--- src/rtl/eba_pkg.sv ---
// Package with the shared types, opcodes and constants of the accumulator CPU.
package eba_pkg;

  typedef enum logic [1:0] {
    MODE_WRITE = 2'd0,
    MODE_READ  = 2'd1,
    MODE_RESET = 2'd2,
    MODE_EXEC  = 2'd3
  } mode_t;

  typedef enum logic [1:0] {
    STOP_NONE    = 2'd0,
    STOP_BRK     = 2'd1,
    STOP_UNKNOWN = 2'd2
  } stop_t;

  typedef enum logic [3:0] {
    ST_IDLE,
    ST_RD,
    ST_VEC_LO,
    ST_VEC_HI,
    ST_OPC,
    ST_OPR1,
    ST_OPR2,
    ST_DATA,
    ST_WR,
    ST_PUSH2,
    ST_PULL2,
    ST_DONE,
    ST_OUT
  } state_t;

  localparam logic [15:0] VEC_LO     = 16'hFFFC;
  localparam logic [15:0] VEC_HI     = 16'hFFFD;
  localparam logic [15:0] STACK_PAGE = 16'h0100;
  localparam logic [7:0]  SP_INIT    = 8'hFF;
  localparam logic [7:0]  SIGN_BIT   = 8'h80;
  localparam logic [15:0] NEG_EXT    = 16'hFF00;

  localparam int FL_C = 0;
  localparam int FL_Z = 1;
  localparam int FL_V = 2;
  localparam int FL_N = 3;

  localparam logic [7:0] OP_ADC_I = 8'h69, OP_ADC_A = 8'h6D;
  localparam logic [7:0] OP_AND_I = 8'h29, OP_AND_A = 8'h2D;
  localparam logic [7:0] OP_EOR_I = 8'h49, OP_EOR_A = 8'h4D, OP_EOR_Z = 8'h45;
  localparam logic [7:0] OP_ASL = 8'h0A, OP_LSR = 8'h4A;
  localparam logic [7:0] OP_BEQ = 8'hF0, OP_BNE = 8'hD0, OP_BMI = 8'h30;
  localparam logic [7:0] OP_BPL = 8'h10, OP_BCC = 8'h90, OP_BVS = 8'h70;
  localparam logic [7:0] OP_CMP_I = 8'hC9, OP_CMP_A = 8'hCD, OP_CPX_I = 8'hE0;
  localparam logic [7:0] OP_CPY_I = 8'hC0, OP_CPY_A = 8'hCC, OP_CPY_Z = 8'hC4;
  localparam logic [7:0] OP_INX = 8'hE8, OP_INY = 8'hC8, OP_DEY = 8'h88;
  localparam logic [7:0] OP_DEA = 8'h3A;
  localparam logic [7:0] OP_JMP = 8'h4C, OP_JSR = 8'h20, OP_RTS = 8'h60;
  localparam logic [7:0] OP_LDA_I = 8'hA9, OP_LDA_Z = 8'hA5, OP_LDA_A = 8'hAD;
  localparam logic [7:0] OP_LDA_AY = 8'hB9;
  localparam logic [7:0] OP_LDX_I = 8'hA2, OP_LDX_Z = 8'hA6;
  localparam logic [7:0] OP_LDY_I = 8'hA0, OP_LDY_A = 8'hAC;
  localparam logic [7:0] OP_NOP = 8'hEA, OP_PHA = 8'h48, OP_PLA = 8'h68;
  localparam logic [7:0] OP_SBC_I = 8'hE9, OP_SBC_A = 8'hED;
  localparam logic [7:0] OP_STA_A = 8'h8D, OP_STA_AX = 8'h9D, OP_STA_AY = 8'h99;
  localparam logic [7:0] OP_STA_Z = 8'h85, OP_STX_Z = 8'h86, OP_STY_Z = 8'h84;
  localparam logic [7:0] OP_TAX = 8'hAA, OP_TXA = 8'h8A, OP_BRK = 8'h00;

  typedef struct packed {
    logic [1:0]  mode;
    logic [15:0] address;
    logic [7:0]  data;
  } in_item_t;

  typedef struct packed {
    logic [7:0]  read_data;
    logic [15:0] program_counter;
    logic [7:0]  accumulator;
    logic [7:0]  index_x;
    logic [7:0]  index_y;
    logic [7:0]  stack_pointer;
    logic [3:0]  flags;
    logic [1:0]  stopped;
  } out_item_t;

  // Operand read after the opcode: immediate, zero page or relative (1), absolute (2).
  function automatic logic [1:0] opr_bytes(input logic [7:0] op);
    case (op) inside
      OP_ADC_A, OP_AND_A, OP_EOR_A, OP_CMP_A, OP_CPY_A, OP_JMP, OP_JSR,
      OP_LDA_A, OP_LDA_AY, OP_LDY_A, OP_SBC_A, OP_STA_A, OP_STA_AX,
      OP_STA_AY: opr_bytes = 2'd2;
      OP_ADC_I, OP_AND_I, OP_EOR_I, OP_EOR_Z, OP_BEQ, OP_BNE, OP_BMI, OP_BPL,
      OP_BCC, OP_BVS, OP_CMP_I, OP_CPX_I, OP_CPY_I, OP_CPY_Z, OP_LDA_I,
      OP_LDA_Z, OP_LDX_I, OP_LDX_Z, OP_LDY_I, OP_SBC_I, OP_STA_Z, OP_STX_Z,
      OP_STY_Z: opr_bytes = 2'd1;
      default: opr_bytes = 2'd0;
    endcase
  endfunction

  // Opcodes that read a data byte from the address they fetched.
  function automatic logic needs_data(input logic [7:0] op);
    case (op) inside
      OP_ADC_A, OP_AND_A, OP_EOR_A, OP_EOR_Z, OP_CMP_A, OP_CPY_A, OP_CPY_Z,
      OP_LDA_Z, OP_LDA_A, OP_LDA_AY, OP_LDX_Z, OP_LDY_A, OP_SBC_A:
        needs_data = 1'b1;
      default: needs_data = 1'b0;
    endcase
  endfunction

endpackage

--- src/rtl/eba_alu.sv ---
// Combinational execute stage: register and flag update for one opcode.
module eba_alu (
  input  logic [7:0]  op,
  input  logic [7:0]  val,
  input  logic [7:0]  acc,
  input  logic [7:0]  xr,
  input  logic [7:0]  yr,
  input  logic [3:0]  fl,
  output logic [7:0]  acc_o,
  output logic [7:0]  x_o,
  output logic [7:0]  y_o,
  output logic [3:0]  fl_o,
  output logic        take_o
);
  import eba_pkg::*;

  logic [8:0] sum;
  logic [8:0] need;
  logic [7:0] res;
  logic [7:0] cmp_reg;
  logic       set_nz;

  always_comb begin
    acc_o   = acc;
    x_o     = xr;
    y_o     = yr;
    fl_o    = fl;
    take_o  = 1'b0;
    res     = 8'd0;
    set_nz  = 1'b0;
    cmp_reg = acc;
    sum     = {1'b0, acc} + {1'b0, val} + {8'd0, fl[FL_C]};
    need    = {1'b0, val} + {8'd0, ~fl[FL_C]};
    case (op)
      OP_ADC_I, OP_ADC_A: begin
        res = sum[7:0];
        fl_o[FL_C] = sum[8];
        fl_o[FL_V] = (~(acc[7] ^ val[7])) & (acc[7] ^ res[7]);
        acc_o = res; set_nz = 1'b1;
      end
      OP_SBC_I, OP_SBC_A: begin
        res = acc - need[7:0];
        fl_o[FL_C] = {1'b0, acc} >= need;
        fl_o[FL_V] = (acc[7] ^ res[7]) & (acc[7] ^ val[7]);
        acc_o = res; set_nz = 1'b1;
      end
      OP_AND_I, OP_AND_A: begin res = acc & val; acc_o = res; set_nz = 1'b1; end
      OP_EOR_I, OP_EOR_A, OP_EOR_Z: begin
        res = acc ^ val; acc_o = res; set_nz = 1'b1;
      end
      OP_ASL: begin
        fl_o[FL_C] = acc[7]; res = {acc[6:0], 1'b0}; acc_o = res; set_nz = 1'b1;
      end
      OP_LSR: begin
        fl_o[FL_C] = acc[0]; res = {1'b0, acc[7:1]}; acc_o = res; set_nz = 1'b1;
      end
      OP_BEQ: take_o = fl[FL_Z];
      OP_BNE: take_o = ~fl[FL_Z];
      OP_BMI: take_o = fl[FL_N];
      OP_BPL: take_o = ~fl[FL_N];
      OP_BCC: take_o = ~fl[FL_C];
      OP_BVS: take_o = fl[FL_V];
      OP_CMP_I, OP_CMP_A, OP_CPX_I, OP_CPY_I, OP_CPY_A, OP_CPY_Z: begin
        if (op == OP_CPX_I) begin
          cmp_reg = xr;
        end else if (op == OP_CMP_I || op == OP_CMP_A) begin
          cmp_reg = acc;
        end else begin
          cmp_reg = yr;
        end
        fl_o[FL_C] = cmp_reg >= val;
        res = cmp_reg - val; set_nz = 1'b1;
      end
      OP_INX: begin res = xr + 8'd1; x_o = res; set_nz = 1'b1; end
      OP_INY: begin res = yr + 8'd1; y_o = res; set_nz = 1'b1; end
      OP_DEY: begin res = yr - 8'd1; y_o = res; set_nz = 1'b1; end
      OP_DEA: begin res = acc - 8'd1; acc_o = res; set_nz = 1'b1; end
      OP_LDA_I, OP_LDA_Z, OP_LDA_A, OP_LDA_AY, OP_PLA: begin
        res = val; acc_o = res; set_nz = 1'b1;
      end
      OP_LDX_I, OP_LDX_Z: begin res = val; x_o = res; set_nz = 1'b1; end
      OP_LDY_I, OP_LDY_A: begin res = val; y_o = res; set_nz = 1'b1; end
      OP_TAX: begin res = acc; x_o = res; set_nz = 1'b1; end
      OP_TXA: begin res = xr; acc_o = res; set_nz = 1'b1; end
      default: ;
    endcase
    if (set_nz) begin
      fl_o[FL_Z] = (res == 8'd0);
      fl_o[FL_N] = (res & SIGN_BIT) != 8'd0;
    end
  end
endmodule

--- config.mk ---
export PLATFORM = sky130hd
export DESIGN_NAME = eba_alu
export DESIGN_NICKNAME = d
export VERILOG_FILES = /design/src/rtl/eba_pkg.sv /design/src/rtl/eba_alu.sv
export SDC_FILE = /design/constraint.sdc
export NUM_CORES = 1
export LEC_CHECK = 0
export ABC_CLOCK_PERIOD_IN_PS = 6500
export BUFFER_PORTS_ARGS = -buffer_cell sky130_fd_sc_hd__buf_2
export CAP_MARGIN = 5
export CORE_ASPECT_RATIO = 2
export CORE_MARGIN = 8
export CORE_UTILIZATION = 55
export DETAILED_ROUTE_END_ITERATION = 16
export PLACE_DENSITY = 0.81
export SLEW_MARGIN = 10
export SYNTH_ARGS = -nofsm -noshare
export SYNTH_HDL_FRONTEND = slang
export SYNTH_SLANG_ARGS = --single-unit
--- constraint.sdc ---
create_clock -name vclk -period 6.5
set_clock_uncertainty 0.05 [all_clocks]
set_input_delay 1.3 -clock vclk [all_inputs]
set_output_delay 1.3 -clock vclk [all_outputs]
set_load 0.01 [all_outputs]
-- Word level (Yosys, flattened, before mapping)
Cells that the tools add are included.
- flip-flop bits (word level): 0
- input port bits: 44
- output and inout port bits: 29
- logic and storage cells: 85
- $add $sub $neg: 9
- $lt $le $gt $ge: 2
- equal/unequal tests: 38
- mux-type cells: 13
- bitwise logic cells: 11
- reductions and logical operators: 12
- operators with widths (cell ; number):
    8-bit equality test, second input constant ; 24
    8-bit case mux with 14 select lines ; 1
    8-bit case mux with 9 select lines ; 1
    8-bit by 7-bit equality test with 1-bit output, second input constant ; 8
    8-bit case mux with 3 select lines ; 2
    8-bit by 6-bit equality test with 1-bit output, second input constant ; 4
    32-bit OR reduction ; 1
    8-bit 2-to-1 mux ; 3
    8-bit by 1-bit adder with 8-bit output, second input constant ; 2
    8-bit by 1-bit subtractor with 8-bit output, second input constant ; 2
    8-bit subtractor ; 2
    2-bit OR reduction ; 5
    8-bit by 1-bit adder with 9-bit output ; 1
    8-bit by 8-bit adder with 9-bit output ; 1
    9-bit by 1-bit adder with 9-bit output ; 1
    8-bit by 9-bit >= comparator with 1-bit output ; 1
    9-bit OR reduction ; 1
    8-bit AND ; 1
    8-bit by 4-bit equality test with 1-bit output, second input constant ; 1
    8-bit by 5-bit equality test with 1-bit output, second input constant ; 1
    8-bit >= comparator ; 1
    8-bit zero test ; 1
    8-bit XOR ; 1
    1-bit case mux with 6 select lines ; 1
    other kinds (10) ; 18

-- Longest topological paths before layout
- depth after elaboration: 9
- depth in mapped cells: 18
- gate-level depth less buffers: 15

-- Worst setup path after synthesis
Ideal clock, no wire load.
- path kind: input port to output port
- from: input port op[6]
- to: output port fl_o[1]
- arrival: 4.678 ns
- required time: 5.150 ns
- slack: 0.472 ns
- stages: 17
- path buffers: 4
- cells stage by stage: buf_2 > clkbuf_1 > buf_1 > nand4_1 > buf_1 > o211ai_1 > o21ai_0 > ha_1 > fa_1 > nor2b_1 > o21ai_0 > a21boi_0 > nor2_1 > nor3_1 > nand4_1 > a31o_2 > o32ai_2
- cells in the longest elaborated chain, start to end: 9
- elaborated cells between the ends (all ways): 48
- RTL lines (item ; line ; RTL):
    start: declaration ; eba_alu.sv:3 ; input logic [7:0] op,
    8-bit equality test ; eba_alu.sv:34, eba_alu.sv:66 ;
    1-bit logical OR ; eba_alu.sv:66 ; end else if (op == OP_CMP_I || op == OP_CMP_A) begin
    8-bit 2-to-1 mux ; eba_alu.sv:66 ;
    8-bit 2-to-1 mux ; eba_alu.sv:64 ; if (op == OP_CPX_I) begin
    8-bit 2-to-1 mux ; eba_alu.sv:34 ; case (op)
    8-bit subtractor ; eba_alu.sv:72 ; res = cmp_reg - val; set_nz = 1'b1;
    8-bit case mux with 14 select lines ; eba_alu.sv:34 ;
    8-bit zero test ; eba_alu.sv:88 ; fl_o[FL_Z] = (res == 8'd0);
    1-bit 2-to-1 mux (*) ; eba_alu.sv:87 ; if (set_nz) begin
    end: declaration ; eba_alu.sv:12 ; output logic [3:0] fl_o,
Mark *: on every way between the ends. The rest lies on a longest branch, timed or not. The select of a mux whose other input is x is not followed.

-- Final worst setup path
- from: input port op[3]
- to: output port fl_o[1]
The elaborated chain is that of the path after synthesis.

==> impl_metrics.csv <==
group,metric,value,unit
outcome,status,"complete, no violations",
worst_setup_path,cp_slowest_cell,"fa_1",
power_and_ir_drop,total_power,0.254,mW
yosys,synth_area_leader_cell,"ha_1",
yosys,ys_top_cells_by_count,"44 x nand2_1, 40 x a21oi_1, 38 x nor2_1, 31 x ha_1, 29 x o21ai_0",
global_route,grt_start_max_net_pins,36,
yosys,synthCells,520,
worst_setup_path,path_buf_inv,2,
worst_setup_path,crit_arrival,4.94,ns
worst_setup_path,cpPeakStageDelay,0.41,ns
routing,ant_nets,0,
yosys,ys_seq_area_share,0,%
cells_and_area,final-instance-count-excl-fill,650,
clock_network,cts_resized,0,
cells_and_area,fillers,613,
yosys,synth_most_common_cell,"nand2_1",
worst_setup_path,crit_required,5.15,ns
die,die_area,0.00922,sq mm
placement,io_buffers,73,
die,dieWidth,72.0,microns
placement,gp_congestion,1.06,
worst_setup_path,crit_path_start_kind,"input port",
sta,report.final.slew_viol_count,0,
cells_and_area,syn_to_final_growth,11.0,%
worst_setup_path,crit_path_max_fanout,10,
yosys,synth_top_area_share,11.2,%
yosys,synth.avg_cell_area,6.64,sq um
yosys,netlist_top_cells_area,"ha_1 11%, xnor2_1 6.1%, a21oi_1 5.8%",
global_route,gr-usage-all-layers,27.1,%
global_route,antenna_found_initial,0,
sta,max_slew_margin,49.8,%
sta,fin_crit_sh,96.8,%
yosys,ys_types,74,
sta,min_period,6.29,ns
placement,dp_cells,650,
yosys,synthesis.nets,599,
sta,setup-tns-final,0,ns
worst_setup_path,cp_top_family,"compound AO/OA/AOI/OAI gates",
hold_path,hp-class,"input port to output port",
worst_setup_path,crit_chain,"buf_2, and3b_2, nand4_1, o211ai_1, o21ai_0, ha_1, fa_1, nor2b_1, o21ai_0, a21boi_0, nor2_1, nor3_1, nand4_1, a31o_2, o32ai_2, buf_2",
die,core-area,0.00621,sq mm
routing,post_drt_wl_per_cell,20.0,microns
sta,setup_viol,0,
yosys,yosysWarnings,0,
power_and_ir_drop,p_leak,1.67,nW
sta,rsz0062_at_grt,"no",
cells_and_area,seq_area,0,sq um
flow_run,maxCapViolCount,0,
sta,hold_viol,0,
cells_and_area,final_area,0.00383,sq mm
sta,tightest_slew,0.752,ns
die,ios,73,
routing,wl,13000,microns
global_route,grt_pass1_wl,20500,microns
global_route,grt_pass1_vias,4036,
placement,hpwlAfterDp,10400,microns
sta,fmax,159,MHz
cells_and_area,seq_cell_count,0,
cells_and_area,clock_buffers,0,
routing,drc,0,
worst_setup_path,critical_path_class,"input port to output port",
placement,placed_cell_area,0.00383,sq mm
cells_and_area,diodes,0,
cells_and_area,multi_input_area,0.00320,sq mm
routing,drt_iter0_drc,718,
power_and_ir_drop,power.density,66.4,mW/mm^2
global_route,grt_overflow,0,
die,dieHeight,128,microns
die,row_count,41,
yosys,syn-cell-area,0.00345,sq mm
routing,dr.pass1.iters,6,
worst_setup_path,end_kind,"output port",
cells_and_area,drive_gt1_share,18.3,%
die,start_util,55.6,%
routing,vias,4442,
routing,drt-vias-per-instance,6.83,
clock_network,cts_setup_buffers,0,
cells_and_area,layout.nets,645,
clock_network,cts.hold.buffers_added,0,
sta,hold_ws,2.88,ns
power_and_ir_drop,peakVddDrop,0.0420,mV
-- tightest hold or removal path, stage by stage --
cell and delay (ns):
buf_2 0.09, nand2_1 0.04, o311ai_0 0.07, buf_2 0.13
-- final cells by class --
class	count	area share (%)
repair buffers	81	11.1
multi-input cells	458	83.6
inverters	25	2.45
well taps	86	2.81
-- placed cells by master (no fill, tap or decap), types with 14 or more instances in the layout --
master | synthesis | final
nor2_1 | 38 | 38
xor2_1 | 16 | 16
o21ai_0 | 29 | 29
a21oi_1 | 40 | 40
nand3_1 | 23 | 23
nand2_1 | 44 | 44
buf_2 | 9 | 73
xnor2_1 | 24 | 24
nor3_1 | 14 | 14
inv_1 | 25 | 25
ha_1 | 31 | 31
-- cells by family (layout without fill, tap and decap cells) --
| logic type | after synthesis | in the layout | synth area share, % |
|---|---|---|---|
| AO/OA/AOI/OAI | 160 | 160 | 31.8 |
| buffers and inverters | 62 | 106 | 7.18 |
| XOR/XNOR | 40 | 40 | 10.1 |
| AND/OR/NAND/NOR | 212 | 212 | 34.2 |
| adder cells (fa/ha/maj) | 35 | 35 | 13.6 |
| multiplexers | 11 | 11 | 3.19 |
-- report_power, final --
group          total, mW  internal (mW)  switching [mW]  leakage (nW)
registers              0              0               0             0
clock network          0              0               0             0
logic              0.254          0.102           0.152          1.67
-- metal layers --
metal  share of wire (%)  GRT usage, %  wire, microns
met5                   0             0              0
met4                 6.0          15.9            780
met3                 8.9          3.53           1150
met2                  47          45.0           6080
met1                  39          32.0           5020
-- metrics by stage --
stage,utilization (%),setup slack [ns]
after floorplan,-,0.472
after global placement,61.7,0.458
after detailed placement,61.7,0.320
after CTS,61.7,0.309
after global routing,61.7,0.0177
final,61.7,0.209
-- worst paths after layout --
check	endpoint	slack (ns)	cells after the start	startpoint
min	fl_o[2]	2.88	4	fl[2]
max	fl_o[1]	0.21	16	op[3]
Power figures use the tool's default switching activity.
